## src/design/pfe_pkg.sv

```systemverilog
// Types, constants and helper functions of the Playfair encryptor.
`default_nettype none

package pfe_pkg;

    // Letter codes and square geometry.
    localparam logic [4:0] LETTER_J    = 5'd9;
    localparam logic [4:0] LETTER_X    = 5'd23;
    localparam logic [4:0] LETTER_Q    = 5'd16;
    localparam logic [4:0] ALPHABET    = 5'd26;
    localparam logic [4:0] LAST_LETTER = 5'd25;
    localparam logic [4:0] CELLS       = 5'd25;
    localparam int         ALPHA_N     = 26;
    localparam int         CELL_N      = 25;

    // Input item commands.
    typedef enum logic [1:0] {
        CMD_KEY   = 2'd0,
        CMD_CLOSE = 2'd1,
        CMD_MSG   = 2'd2,
        CMD_END   = 2'd3
    } cmd_t;

    // Commands from the controller to the datapath.
    typedef struct packed {
        logic place_key;
        logic fill_clear;
        logic fill_step;
        logic pend_set;
        logic pair_msg;
        logic pair_end;
        logic cell_read;
        logic send_second;
        logic send_error;
    } ctl_t;

    // Status from the datapath to the controller.
    typedef struct packed {
        logic letter_ok;
        logic pending_valid;
        logic fill_done;
    } status_t;

    // Row of a cell index below 25.
    function automatic logic [2:0] pos_row(input logic [4:0] p);
        logic [2:0] r;
        if (p < 5'd5) r = 3'd0;
        else if (p < 5'd10) r = 3'd1;
        else if (p < 5'd15) r = 3'd2;
        else if (p < 5'd20) r = 3'd3;
        else r = 3'd4;
        return r;
    endfunction

    // Column of a cell index below 25.
    function automatic logic [2:0] pos_col(input logic [4:0] p);
        logic [2:0] r;
        logic [4:0] c;
        r = pos_row(p);
        c = p - ({2'b00, r} << 2) - {2'b00, r};
        return c[2:0];
    endfunction

    // Cell index from row and column.
    function automatic logic [4:0] cell_index(input logic [2:0] row, input logic [2:0] col);
        return ({2'b00, row} << 2) + {2'b00, row} + {2'b00, col};
    endfunction

    // Step to the next row or column, wrapping around the square.
    function automatic logic [2:0] wrap_inc(input logic [2:0] v);
        return (v == 3'd4) ? 3'd0 : v + 3'd1;
    endfunction

endpackage

`default_nettype wire

```

## src/design/pfe_datapath.sv

```systemverilog
// Datapath of the Playfair encryptor: key square memories, digraph state and cipher lookup.
`default_nettype none

module pfe_datapath (
    input  logic             clk,
    input  logic             rst_n,
    input  logic [4:0]       letter,
    input  pfe_pkg::ctl_t    ctl,
    output pfe_pkg::status_t status,
    output logic [4:0]       cipher_letter
);
    import pfe_pkg::*;

    // Key square: cell of each letter and letter of each cell.
    logic [4:0] letter_position_mem [ALPHA_N];
    logic [4:0] position_letter_mem [CELL_N];

    logic [25:0] placed_mask_reg, placed_mask_next;
    logic [4:0]  placed_count_reg, placed_count_next;
    logic [4:0]  pending_letter_reg, pending_letter_next;
    logic        pending_valid_reg, pending_valid_next;
    logic [4:0]  fill_cnt_reg, fill_cnt_next;

    logic [4:0]  pos_a_reg, pos_b_reg;
    logic [4:0]  cell_a_reg, cell_b_reg;

    logic [4:0]  place_letter;
    logic [31:0] mask_ext;
    logic        place_ok;
    logic [4:0]  addr_a, addr_b;
    logic        pos_read;
    logic [4:0]  pa, pb;
    logic [2:0]  ar, ac, br, bc;
    logic [2:0]  nar, nac, nbr, nbc;
    logic [4:0]  cell_a, cell_b;

    // Placement of a key letter or of the next letter of the fill walk.
    always_comb
    begin
        place_letter = ctl.fill_step ? fill_cnt_reg : letter;
        mask_ext     = {6'b0, placed_mask_reg};
        place_ok     = (ctl.place_key || ctl.fill_step) && (place_letter < ALPHABET)
                       && (place_letter != LETTER_J) && !mask_ext[place_letter]
                       && (placed_count_reg < CELLS);
    end

    // Digraph letters: a doubled letter pairs with X (a doubled X with Q); an end item pads with X.
    always_comb
    begin
        addr_a   = pending_letter_reg;
        pos_read = ctl.pair_msg || ctl.pair_end;
        if (ctl.pair_end)
        begin
            addr_b = LETTER_X;
        end
        else if (letter == pending_letter_reg)
        begin
            addr_b = (pending_letter_reg == LETTER_X) ? LETTER_Q : LETTER_X;
        end
        else
        begin
            addr_b = letter;
        end
    end

    // Cipher cells from the two square positions.
    always_comb
    begin
        pa  = (pos_a_reg < CELLS) ? pos_a_reg : 5'd0;
        pb  = (pos_b_reg < CELLS) ? pos_b_reg : 5'd0;
        ar  = pos_row(pa);
        ac  = pos_col(pa);
        br  = pos_row(pb);
        bc  = pos_col(pb);
        nar = ar;
        nac = ac;
        nbr = br;
        nbc = bc;
        if (ar == br)
        begin
            nac = wrap_inc(ac);
            nbc = wrap_inc(bc);
        end
        else if (ac == bc)
        begin
            nar = wrap_inc(ar);
            nbr = wrap_inc(br);
        end
        else
        begin
            nac = bc;
            nbc = ac;
        end
        cell_a = cell_index(nar, nac);
        cell_b = cell_index(nbr, nbc);
    end

    // Next values of the control registers.
    always_comb
    begin
        placed_mask_next    = placed_mask_reg;
        placed_count_next   = placed_count_reg;
        pending_letter_next = pending_letter_reg;
        pending_valid_next  = pending_valid_reg;
        fill_cnt_next       = fill_cnt_reg;
        if (place_ok)
        begin
            placed_mask_next  = placed_mask_reg | (26'd1 << place_letter);
            placed_count_next = placed_count_reg + 5'd1;
        end
        if (ctl.fill_clear)
        begin
            fill_cnt_next = 5'd0;
        end
        else if (ctl.fill_step)
        begin
            fill_cnt_next = fill_cnt_reg + 5'd1;
        end
        if (ctl.pend_set)
        begin
            pending_letter_next = letter;
            pending_valid_next  = 1'b1;
        end
        if (ctl.pair_end || (ctl.pair_msg && (letter != pending_letter_reg)))
        begin
            pending_valid_next = 1'b0;
        end
    end

    // Control registers.
    always_ff @(posedge clk or negedge rst_n)
    begin
        if (!rst_n)
        begin
            placed_mask_reg    <= '0;
            placed_count_reg   <= '0;
            pending_letter_reg <= '0;
            pending_valid_reg  <= 1'b0;
            fill_cnt_reg       <= '0;
        end
        else
        begin
            placed_mask_reg    <= placed_mask_next;
            placed_count_reg   <= placed_count_next;
            pending_letter_reg <= pending_letter_next;
            pending_valid_reg  <= pending_valid_next;
            fill_cnt_reg       <= fill_cnt_next;
        end
    end

    // Square memories with registered reads.
    always_ff @(posedge clk)
    begin
        if (place_ok)
        begin
            letter_position_mem[place_letter]     <= placed_count_reg;
            position_letter_mem[placed_count_reg] <= place_letter;
        end
        if (pos_read)
        begin
            pos_a_reg <= letter_position_mem[addr_a];
            pos_b_reg <= letter_position_mem[addr_b];
        end
        if (ctl.cell_read)
        begin
            cell_a_reg <= position_letter_mem[cell_a];
            cell_b_reg <= position_letter_mem[cell_b];
        end
    end

    // Status and result letter.
    assign status.letter_ok     = (letter < ALPHABET) && (letter != LETTER_J);
    assign status.pending_valid = pending_valid_reg;
    assign status.fill_done     = (fill_cnt_reg == LAST_LETTER);

    assign cipher_letter = ctl.send_error  ? 5'd0 :
                           ctl.send_second ? cell_b_reg : cell_a_reg;

endmodule

`default_nettype wire

```

## src/design/pfe_ctrl.sv

```systemverilog
// Controller of the Playfair encryptor: command decode, fill walk and result sequencing.
`default_nettype none

module pfe_ctrl (
    input  logic             clk,
    input  logic             rst_n,
    input  logic             item_valid,
    output logic             item_stall,
    input  logic [1:0]       command,
    output logic             result_valid,
    input  logic             result_stall,
    output logic             last,
    output logic             error,
    input  pfe_pkg::status_t status,
    output pfe_pkg::ctl_t    ctl
);
    import pfe_pkg::*;

    typedef enum logic [2:0] {
        ST_IDLE,
        ST_FILL,
        ST_CELL,
        ST_SEND0,
        ST_SEND1,
        ST_ERR
    } state_t;

    state_t state_reg, state_next;
    logic   result_valid_reg, last_reg, error_reg;

    // Next state and datapath commands.
    always_comb
    begin
        state_next = state_reg;
        ctl        = '0;
        unique case (state_reg)
            ST_IDLE:
            begin
                if (item_valid)
                begin
                    unique case (cmd_t'(command))
                        CMD_KEY:
                        begin
                            ctl.place_key = 1'b1;
                        end
                        CMD_CLOSE:
                        begin
                            ctl.fill_clear = 1'b1;
                            state_next     = ST_FILL;
                        end
                        CMD_MSG:
                        begin
                            if (!status.letter_ok)
                            begin
                                state_next = ST_ERR;
                            end
                            else if (!status.pending_valid)
                            begin
                                ctl.pend_set = 1'b1;
                            end
                            else
                            begin
                                ctl.pair_msg = 1'b1;
                                state_next   = ST_CELL;
                            end
                        end
                        CMD_END:
                        begin
                            if (status.pending_valid)
                            begin
                                ctl.pair_end = 1'b1;
                                state_next   = ST_CELL;
                            end
                        end
                    endcase
                end
            end
            ST_FILL:
            begin
                ctl.fill_step = 1'b1;
                if (status.fill_done)
                begin
                    state_next = ST_IDLE;
                end
            end
            ST_CELL:
            begin
                ctl.cell_read = 1'b1;
                state_next    = ST_SEND0;
            end
            ST_SEND0:
            begin
                if (!result_stall)
                begin
                    state_next = ST_SEND1;
                end
            end
            ST_SEND1:
            begin
                ctl.send_second = 1'b1;
                if (!result_stall)
                begin
                    state_next = ST_IDLE;
                end
            end
            ST_ERR:
            begin
                ctl.send_error = 1'b1;
                if (!result_stall)
                begin
                    state_next = ST_IDLE;
                end
            end
            default:
            begin
                state_next = ST_IDLE;
            end
        endcase
    end

    // State and registered result flags.
    always_ff @(posedge clk or negedge rst_n)
    begin
        if (!rst_n)
        begin
            state_reg        <= ST_IDLE;
            result_valid_reg <= 1'b0;
            last_reg         <= 1'b0;
            error_reg        <= 1'b0;
        end
        else
        begin
            state_reg        <= state_next;
            result_valid_reg <= (state_next == ST_SEND0) || (state_next == ST_SEND1)
                                || (state_next == ST_ERR);
            last_reg         <= (state_next == ST_SEND1) || (state_next == ST_ERR);
            error_reg        <= (state_next == ST_ERR);
        end
    end

    assign item_stall   = (state_reg != ST_IDLE);
    assign result_valid = result_valid_reg;
    assign last         = last_reg;
    assign error        = error_reg;

endmodule

`default_nettype wire

```

## src/design/playfair_encryptor.sv

```systemverilog
// A key letter or first message letter ends on acceptance; close key runs the fill walk. A
// digraph's first beat follows the registered square positions and cells, the second once
// the first is taken. An error beat appears in the cycle after its item. One item is worked
// on at a time; a pair is paced by the two registered square reads and two result beats.
// Reset is asynchronous and active low; it clears the controller, placed mask, counts and
// pending letter. The square memories are not cleared.
`default_nettype none

module playfair_encryptor (
    input  logic       clk,
    input  logic       rst_n,
    input  logic       item_valid,
    output logic       item_stall,
    input  logic [1:0] command,
    input  logic [4:0] letter,
    output logic       result_valid,
    input  logic       result_stall,
    output logic [4:0] cipher_letter,
    output logic       last,
    output logic       error
);
    import pfe_pkg::*;

    ctl_t    ctl;
    status_t status;

    // Sequencing of items and result beats.
    pfe_ctrl u_ctrl (
        .clk          (clk),
        .rst_n        (rst_n),
        .item_valid   (item_valid),
        .item_stall   (item_stall),
        .command      (command),
        .result_valid (result_valid),
        .result_stall (result_stall),
        .last         (last),
        .error        (error),
        .status       (status),
        .ctl          (ctl)
    );

    // Key square and cipher lookup.
    pfe_datapath u_datapath (
        .clk           (clk),
        .rst_n         (rst_n),
        .letter        (letter),
        .ctl           (ctl),
        .status        (status),
        .cipher_letter (cipher_letter)
    );

endmodule

`default_nettype wire

```

## config.mk

```make
export PLATFORM = sky130hd
export DESIGN_NAME = playfair_encryptor
export DESIGN_NICKNAME = d
export VERILOG_FILES = /design/src/design/pfe_pkg.sv /design/src/design/pfe_datapath.sv /design/src/design/pfe_ctrl.sv /design/src/design/playfair_encryptor.sv
export SDC_FILE = /design/constraint.sdc
export NUM_CORES = 1
export LEC_CHECK = 0
export BUFFER_PORTS_ARGS = -buffer_cell sky130_fd_sc_hd__buf_2
export CELL_PAD_IN_SITES_DETAIL_PLACEMENT = 0
export CELL_PAD_IN_SITES_GLOBAL_PLACEMENT = 1
export CORE_ASPECT_RATIO = 0.8
export CORE_MARGIN = 2
export CORE_UTILIZATION = 49
export CTS_CLUSTER_DIAMETER = 80
export DETAILED_ROUTE_END_ITERATION = 10
export GPL_ROUTABILITY_DRIVEN = 0
export PLACE_DENSITY = 0.76
export REMOVE_ABC_BUFFERS = 1
export SLEW_MARGIN = 20
export SYNTH_ARGS = -nofsm -noshare
export SYNTH_HDL_FRONTEND = slang
export SYNTH_HIERARCHICAL = 1
export SYNTH_SLANG_ARGS = --single-unit
```

## constraint.sdc

```tcl
create_clock -name clk -period 5.2 [get_ports clk]
set_input_delay 0.52 -clock clk [delete_from_list [all_inputs] [get_ports clk]]
set_output_delay 0.52 -clock clk [all_outputs]
set_load 0.02 [all_outputs]
```

# Yosys cells after proc, flatten, opt, wreduce, memory -nomap -nowiden
# Memories as Yosys holds them, arrays and structs flattened. A register that Yosys moved wholly into a read port is not among the register bits.
# Index checks and enable logic that the tools add are counted.
# totals
out_inout_bits	9
elab_cells	142
ram_bits	255
ff_bits	48
n_memories	2
# op_classes
n_shift	1
eq_ne	23
n_reduce_logical	19
mux	59
bitwise_logic	1
add_sub_neg	14
order_cmp	14
# memory_table
name	depth	word_bits	rd	rd_ports_with_merged_regs	wr	line_no	rtl
u_datapath.letter_position_mem	26	5	2	2	1	pfe_datapath.sv:15	logic [4:0] letter_position_mem [ALPHA_N];
u_datapath.position_letter_mem	25	5	2	2	1	pfe_datapath.sv:16	logic [4:0] position_letter_mem [CELL_N];
# ops
op	n
two-way mux 3 bit	29
two-way mux 5 bit	9
< comparator 5 bit, second input constant	7
bitwise OR 26 bit	1
left shift 1 x 5 -> 26 bit, first input constant	1
== test 3 bit, second input constant	8
adder 5 x 3 -> 5 bit	4
< comparator 5 x 4 -> 1 bit, second input constant	4
case mux 3 bit (5 select lines)	1
two-way mux 1 bit	14
adder 3 x 1 -> 3 bit, second input constant	4
subtractor 3 bit	4
adder 5 x 1 -> 5 bit, second input constant	2
== test 5 bit, second input constant	2
< comparator 5 x 3 -> 1 bit, second input constant	2
inequality test 5 x 4 -> 1 bit, second input constant	2
== test 3 x 2 -> 1 bit, second input constant	3
case mux 3 bit (3 select lines)	1
two-way mux 2 bit	4
== test 3 bit	2
logical AND 1 bit	6
logical OR 1 bit	6
< comparator 5 x 6 -> 1 bit, second input constant	1
binary-select mux 1 bit (select 5 bit)	1
other kinds (11)	13

# Logic depth before layout (Yosys ltp)
# Gate-level depths: netlist of the first run.
# logic_depth
depth_word	14
ltp_mapped	21
mapped_depth_nobuf	18

# Cells and area by module
# Netlist of the first run, hierarchy kept.
# by_module_without_submodules
module	area_per_inst_um2	instances	seq_area_each_um2	cells_each
pfe_datapath	16140.5	1	9308.9	1120
pfe_ctrl	377.9	1	150.1	47

# Worst setup path before layout of the first run
# Ideal clock, no wire load.
# synth_timing
kind	reg2reg
startpoint	register u_datapath.pos_a_reg[1] (read register of u_datapath.letter_position_mem)
endpoint	register u_datapath.cell_b_reg[0] (read register of u_datapath.position_letter_mem) (data pin)
arrival_ns	5.342
path_buffers	2
setup_time_ns	0.262
period_less_slack_ns	5.605
stages_incl_launch_ff	20
required_ns	4.938
setup_slack_ns	-0.405
path_cell_list	edfxtp_1 -> buf_6 -> nor2_4 -> o21ai_1 -> a311oi_2 -> inv_1 -> ha_1 -> fa_1 -> xor2_1 -> xor2_1 -> and3_1 -> buf_6 -> mux2i_1 -> inv_1 -> fa_1 -> inv_1 -> fa_1 -> xor2_1 -> mux4_2 -> mux2_1
# synth_between
elab_chain_len	14
elab_cells_between_ends	20
classes_between	add/sub: 4; order compare: 5; eq/ne: 2; mux: 9
# synth_rtl
item	line_no	rtl
start, declared	pfe_datapath.sv:24	logic [4:0] pos_a_reg, pos_b_reg;
< comparator 5 bit	pfe_datapath.sv:69	pa = (pos_a_reg < CELLS) ? pos_a_reg : 5'd0;
two-way mux 5 bit (*)	pfe_datapath.sv:69	
< comparator 5 bit	pfe_pkg.sv:50	else if (p < 5'd20) r = 3'd3;
two-way mux 3 bit	pfe_pkg.sv:50	
two-way mux 3 bit	pfe_pkg.sv:49	else if (p < 5'd15) r = 3'd2;
two-way mux 3 bit	pfe_pkg.sv:48	else if (p < 5'd10) r = 3'd1;
two-way mux 3 bit	pfe_pkg.sv:47	if (p < 5'd5) r = 3'd0;
subtractor 3 bit (2 in series)	pfe_pkg.sv:60	c = p - ({2'b00, r} << 2) - {2'b00, r};
== test 3 bit	pfe_datapath.sv:84	else if (ac == bc)
two-way mux 3 bit	pfe_datapath.sv:84	
two-way mux 3 bit	pfe_datapath.sv:79	if (ar == br)
adder 5 x 3 -> 5 bit	pfe_pkg.sv:66	return ({2'b00, row} << 2) + {2'b00, row} + {2'b00, col};
adder 5 x 3 -> 5 bit (*)	pfe_pkg.sv:66	
end, declared	pfe_datapath.sv:25	logic [4:0] cell_a_reg, cell_b_reg;
# Every way passes the cells marked *; elsewhere a longest branch is shown, timed or not.
# A chain may end at the register's enable or synchronous reset.

# Final worst setup path of the first run
# layout_timing
startpoint	register u_datapath.pos_a_reg[1] (read register of u_datapath.letter_position_mem)
endpoint	register u_datapath.cell_b_reg[3] (read register of u_datapath.position_letter_mem) (data pin)
# Same word-level chain as after synthesis.

==> impl_metrics.yaml, run 1 <==
timing:
  hold_ws_ns: 0.119
  finalCritPeriodShare_pct: 98.8
  clock.fmax_mhz: 195
  post-route-min-period_ns: 5.14
  relSlewSlack_pct: 15.9
  worstMarginPinSlew_ns: 1.25
  clock_skew_ns: 0.0194
  final_max_slew_viol_count: 0
  hold_violations: 0
  setup_viol: 0
  fin_tns_setup_ns: 0
routing:
  vias: 10600
  drtAntennaViolNets: 0
  drcViolationCount: 0
  vias_per_cell: 6.24
  dr.pass1.iters: 5
  wire_per_inst_um: 25.0
  wirelength_um: 42200
  drt_iter0_markers: 1300
global_routing:
  grt_overflow: 0
  grt_util_met2_pct: 35.6
  grt_usage_pct: 24.2
  use_met1_pct: 35.8
  busiest_layer: "met1"
  grtUsageMet3_pct: 7.03
  grt_max_degree: 49
  antenna_found_initial: 0
  grt_pass1_vias: 10300
  grt_pass1_wl_um: 63500
cells_and_area:
  antenna_cells: 0
  fin_nets: 1273
  area_growth_pct: 13.3
  final_core_util_pct: 56.0
  largest_reg_flops: 130
  final_cells: 1692
  drive_gt1_share_pct: 26.8
logic_synthesis:
  syn_area_sq_mm: 0.0165
  synthTopCellsByArea: "edfxtp_1 50%, mux4_2 14%, dfrtp_1 7.3%, nand2_1 3.0%, nor2_1 1.9%"
  synth-seq-cells: 323
  synth_top_area_cell: "edfxtp_1"
  synth_top_area_share_pct: 50.0
  ys.warnings.count: 6
  ys_seq_area_share_pct: 57.3
  async_flop_share_pct: 14.9
  synth_cells: 1167
  synth-edff-count: 275
  ys_types: 86
  avgSynthCellArea_sq_um: 14.2
  synth_flop_cell: "edfxtp_1"
die:
  core_sq_mm: 0.0334
  rows: 60
  die_w_um: 209
  io_pins: 20
  initial_core_util_pct: 49.4
  die_area_sq_mm: 0.0352
  fp.dieH_um: 168
clocking:
  root_buffer: "clkbuf_16"
  clock_latency_ns: 0.53
  numCtsBuffers: 35
  cts_sinks: 323
  clk_pin_slew_ns: 0.06
  clock_path_buffers: 3
  cts_tree: "yes"
  h-tree-depth: 2
power_and_ir_drop:
  powerDensity_mw_per_mm2: 645
  p_leak_nw: 6.54
  power_mw: 12.1
  ir_drop_v: 0.000346
placed_design:
  port-buffer-count: 19
  dp_hpwl_um: 28300
  numPlacedInstances: 1611
worst_setup_path:
  end_kind: "flop"
  cp_data_required_time_ns: 5.46
  critical_path_class: "reg -> reg"
  r2r_setup_slack_ns: 0.06
  arrival_ns: 5.40
  critPathLaunchType: "flop"
  crit_fanout: 6
job:
  maxCapViolations: 0
outcome:
  outcome: "completed"
min_path:
  hp-class: "in -> async"
## Yosys cell counts (3+ instances only)
cell type / instances
o311ai_1: 3
mux4_2: 106
or2_2: 6
dfrtp_1: 48
o21ai_0: 25
nand4_1: 5
nand3_2: 3
nand3b_1: 5
ha_1: 24
nand2_1: 131
or3_1: 7
and2_1: 9
o22ai_1: 6
nand2b_1: 13
xnor2_1: 9
buf_4: 5
nand3_1: 16
a221oi_1: 5
o21a_1: 3
o21bai_1: 22
and4b_1: 3
mux2_4: 5
o21ai_1: 10
a21o_1: 6
nor4_1: 3
nor2b_1: 5
xor2_1: 13
mux2_1: 5
inv_1: 24
buf_1: 10
a211oi_1: 13
or2_1: 3
mux2_2: 14
buf_2: 20
nor3_1: 10
edfxtp_1: 275
nor2_1: 82
and3_1: 8
a31oi_1: 19
clkbuf_1: 38
o221ai_1: 19
mux2i_1: 26
fa_1: 6
a21oi_1: 42
inv_2: 4
## power by group
part	internal (mW)	switching, mW
registers	3.61	0.227
logic	2.66	3.27
clock network	1.32	0.979
total	7.59	4.48
## final timing paths
kind	from	end	depth (start not counted)
max in group asynchronous	rst_n	u_datapath/addr_a[0]$_DFFE_PN0P_	2
min	rst_n	u_datapath/placed_mask_reg[12]$_DFFE_PN0P_	2
min in group clk	command[0]	u_ctrl/state_reg[1]$_DFF_PN0_	3
min reg2reg	u_datapath/placed_mask_reg[9]$_DFFE_PN0P_	u_datapath/placed_mask_reg[9]$_DFFE_PN0P_	0
max reg2reg	u_datapath/pos_a_reg[1]$_DFFE_PP_	u_datapath/cell_b_reg[3]$_DFFE_PP_	18
max	u_datapath/pos_a_reg[1]$_DFFE_PP_	u_datapath/cell_b_reg[3]$_DFFE_PP_	18
## metal layers
metal  routed length (um)  vias up  share of wire, %
li1                     -     4652                 -
met1                18700     5349                44
met2                18500      490                44
met3                 4270       66                10
met4                  748        0               1.8
met5                    0        -                 0
## final cells by class
cell class,count,area [sq um]
well taps,434,543
multi-input cells,745,6770
fillers,2616,14700
inverters,28,105
clock buffers,48,945
repair buffers,99,795
clock inverters,15,98.8
flip-flops and latches,323,9460
## stage by stage
step / worst slack, ns / cell area (sq um)
after floorplan: -0.818 / 16200
after global placement: 0.0405 / 17400
after detailed placement: -0.0222 / 17400
after CTS: 0.00754 / 18500
after global routing: -0.0789 / 18700
final: 0.0634 / 18700
## layout by cell type (no fill, tap or decap), types with 22 or more instances in the layout
cell and instances:
clkbuf_16 35, nor2_1 81, mux2i_1 23, edfxtp_1 275, dfrtp_1 47, o21ai_0 25, nand2_1 131, buf_4 70
a21oi_1 39, inv_1 22, mux4_2 106, o21bai_1 22
## timing repair
item,4_1_cts,5_1_grt
setup buffers,10,8
hold buffers,0,0
setup endpoints to repair,10,10
resized for setup,4,28
pin swaps,5,16
## critical path: stages (launching register included)
cell      delay [ns]
edfxtp_1        0.45
nor2_4          0.15
o21ai_2         0.06
a311oi_2        0.29
inv_1           0.11
ha_2            0.21
fa_2            0.36
xor2_2          0.21
xor2_1          0.25
and3_4          0.24
buf_6           0.12
mux2_2          0.35
ha_1            0.31
ha_2            0.21
fa_2            0.60
buf_12          0.14
mux2i_2         0.30
o21ai_0         0.21
mux2_4          0.31
## cell families (layout without fill, tap and decap cells)
| logic type | count (synthesis) | count (layout) | share of synthesized area [%] |
|---|---|---|---|
| buffers and inverters | 103 | 190 | 2.70 |
| and+or+nand+nor | 326 | 326 | 9.45 |
| muxes | 158 | 158 | 18.0 |
| other | 1 | 5 | 0.0227 |
| AOI/OAI and AO/OA | 199 | 199 | 8.33 |
| xor gates and xnor gates | 26 | 26 | 1.63 |
| adders and majority gates | 31 | 31 | 2.61 |
| DFF | 323 | 323 | 57.3 |
Power figures use the tool's default switching activity.
==> inputs of run 2 (changes only) <==
--- a/config.mk
+++ b/config.mk
@@ -10,11 +10,13 @@
 export CELL_PAD_IN_SITES_GLOBAL_PLACEMENT = 1
 export CORE_ASPECT_RATIO = 0.8
 export CORE_MARGIN = 2
-export CORE_UTILIZATION = 49
+export CORE_UTILIZATION = 50
+export CTS_BUF_LIST = sky130_fd_sc_hd__clkbuf_2 sky130_fd_sc_hd__clkbuf_4 sky130_fd_sc_hd__clkbuf_8
 export CTS_CLUSTER_DIAMETER = 80
 export DETAILED_ROUTE_END_ITERATION = 10
 export GPL_ROUTABILITY_DRIVEN = 0
-export PLACE_DENSITY = 0.76
+export GPL_TIMING_DRIVEN = 0
+export PLACE_DENSITY = 0.77
 export REMOVE_ABC_BUFFERS = 1
 export SLEW_MARGIN = 20
 export SYNTH_ARGS = -nofsm -noshare
==> run 2 against run 1 <==
Compared with the run above: via count up 1.1%; non-clock buffer count down 29; worst setup slack worse by 0.058 ns; critical path type unchanged.
==> impl_metrics.yaml, run 2 (synthesis results as in run 1) <==
die:
  fp.dieH_um: 167
  die_w_um: 207
  io_pins: 20
  initial_core_util_pct: 50.7
  core_sq_mm: 0.0326
  rows: 59
  die_area_sq_mm: 0.0345
global_routing:
  grt_pass1_vias: 10500
  grt_usage_pct: 24.9
  grt_max_degree: 49
  antenna_found_initial: 0
  grt_overflow: 0
  grt_pass1_wl_um: 65400
worst_setup_path:
  critPathLaunchType: "flop"
  end_kind: "flop"
  arrival_ns: 5.53
  slowest_delay_ns: 0.56
  cp_data_required_time_ns: 5.54
  critical_path_class: "reg -> reg"
  crit_fanout: 6
  cp_cell_sequence: "nor2_4 > o21ai_4 > a311oi_4 > inv_1 > ha_2 > fa_2 > xor2_2 > xor2_1 > and3_4 > buf_6 > mux2_4 > ha_4 > ha_4 > fa_2 > xor2_2 > buf_6 > mux4_2 > mux2_1"
  crit_slowest_cell: "mux4_2"
placed_design:
  placed_cell_area_sq_mm: 0.0170
  dpl_worst_slack_ns: -1.22
  port-buffer-count: 19
  numPlacedInstances: 1549
  dp_hpwl_um: 27500
clocking:
  clock_latency_ns: 0.62
  root_buffer: "clkbuf_8"
  clock_path_buffers: 3
  cts_sinks: 323
  numCtsBuffers: 51
  h-tree-depth: 2
  cts_tree: "yes"
  clk_pin_slew_ns: 0.06
timing:
  fin_tns_setup_ns: 0
  post-route-min-period_ns: 5.19
  worstMarginPinSlew_ns: 1.10
  relSlewSlack_pct: 26.5
  rsz0062_at_grt: "yes"
  setup_viol: 0
  finalCritPeriodShare_pct: 99.9
  hold_violations: 0
  clock_skew_ns: 0.0351
  fin_ws_ns: 0.00506
  clock.fmax_mhz: 192
  final_max_slew_viol_count: 0
  hold_ws_ns: 0.292
power_and_ir_drop:
  powerDensity_mw_per_mm2: 640
  p_leak_nw: 6.45
  ir_drop_v: 0.000374
  power_mw: 11.9
routing:
  vias_per_cell: 6.33
  drcViolationCount: 0
  dr.pass1.iters: 5
  wirelength_um: 43000
  wire_per_inst_um: 25.5
  drt_iter0_markers: 1295
  vias: 10700
  drtAntennaViolNets: 0
cells_and_area:
  drive_gt1_share_pct: 29.3
  final_core_util_pct: 57.2
  final_cell_mix: "275 x edfxtp_1, 131 x nand2_1, 106 x mux4_2"
  area_growth_pct: 12.8
  final_area_sq_mm: 0.0186
  fin_nets: 1260
  antenna_cells: 0
  layout_commonest_cell: "edfxtp_1"
  final_cells: 1686
  largest_reg_flops: 130
min_path:
  hp-class: "in -> reg"
job:
  maxCapViolations: 0
outcome:
  outcome: "completed"
## run 2: changes by cell type in the layout (fill, tap and decap cells not counted), moves of 4 or more
cell,delta
clkbuf_8,+49
clkbuf_16,-35
buf_4,-33
clkbuf_4,+15
clkbuf_1,-11
clkinv_2,+10
nor2_1,-8
nor2_2,+7
dfrtp_1,-5
dfrtp_2,+4
ha_2,-4
ha_4,+4
## run 2: routing by layer
layer | routed length (um) | vias up | track usage (%) | part of all wire (%)
li1 | - | 4633 | - | -
met4 | 901 | 0 | 6.40 | 2.1
met3 | 4220 | 76 | 5.45 | 9.8
met2 | 19000 | 553 | 36.8 | 44
met1 | 18900 | 5411 | 37.7 | 44
met5 | 0 | - | 0 | 0
## run 2: final cells by class
| class | instances | area [sq um] |
|---|---|---|
| clock buffer | 66 | 815 |
| clock inverter | 27 | 151 |
| fill | 2553 | 13900 |
| inverter | 28 | 105 |
| multi-input combinational | 745 | 6950 |
| sequential | 323 | 9470 |
| tap | 427 | 534 |
| timing repair buffer | 70 | 614 |
## run 2: path summary, 6_finish.rpt
| check | from | slack [ns] | depth (start not counted) | to |
|---|---|---|---|---|
| max in group asynchronous | rst_n | 4.15 | 2 | u_datapath/addr_a[0]$_DFFE_PN0P_ |
| max | u_datapath/pos_a_reg[1]$_DFFE_PP_ | 0.005 | 18 | u_datapath/cell_b_reg[0]$_DFFE_PP_ |
| min | letter[2] | 0.29 | 3 | u_datapath/addr_a[2]$_DFFE_PN0P_ |
| min reg2reg | u_datapath/placed_mask_reg[9]$_DFFE_PN0P_ | 0.38 | 0 | u_datapath/placed_mask_reg[9]$_DFFE_PN0P_ |
| min in group asynchronous | rst_n | 0.51 | 2 | u_datapath/placed_mask_reg[15]$_DFFE_PN0P_ |
| max reg2reg | u_datapath/pos_a_reg[1]$_DFFE_PP_ | 0.005 | 18 | u_datapath/cell_b_reg[0]$_DFFE_PP_ |
## run 2: power breakdown
| group | leakage [nW] | internal, mW | switching (mW) |
|---|---|---|---|
| clock network | 0.522 | 1.08 | 1.02 |
| registers | 3.08 | 3.62 | 0.567 |
| logic | 2.85 | 2.61 | 3.04 |
## run 2: worst max-delay path: cells and delay by family, from the launching register on
| family | cells | cell delay, ns |
|---|---|---|
| xor+xnor | 3 | 0.62 |
| buf+inv | 3 | 0.43 |
| compound gates | 2 | 0.36 |
| flops | 1 | 0.49 |
| simple gates | 2 | 0.45 |
| fa+ha+maj | 5 | 1.39 |
| mux | 3 | 1.20 |
## run 2: what timing repair did
item	in CTS	in global routing
setup endpoints to repair	246	205
gates resized for setup	26	26
hold endpoints to repair	48	0
pin swaps	11	19
setup buffers	29	15
hold buffers	1	0
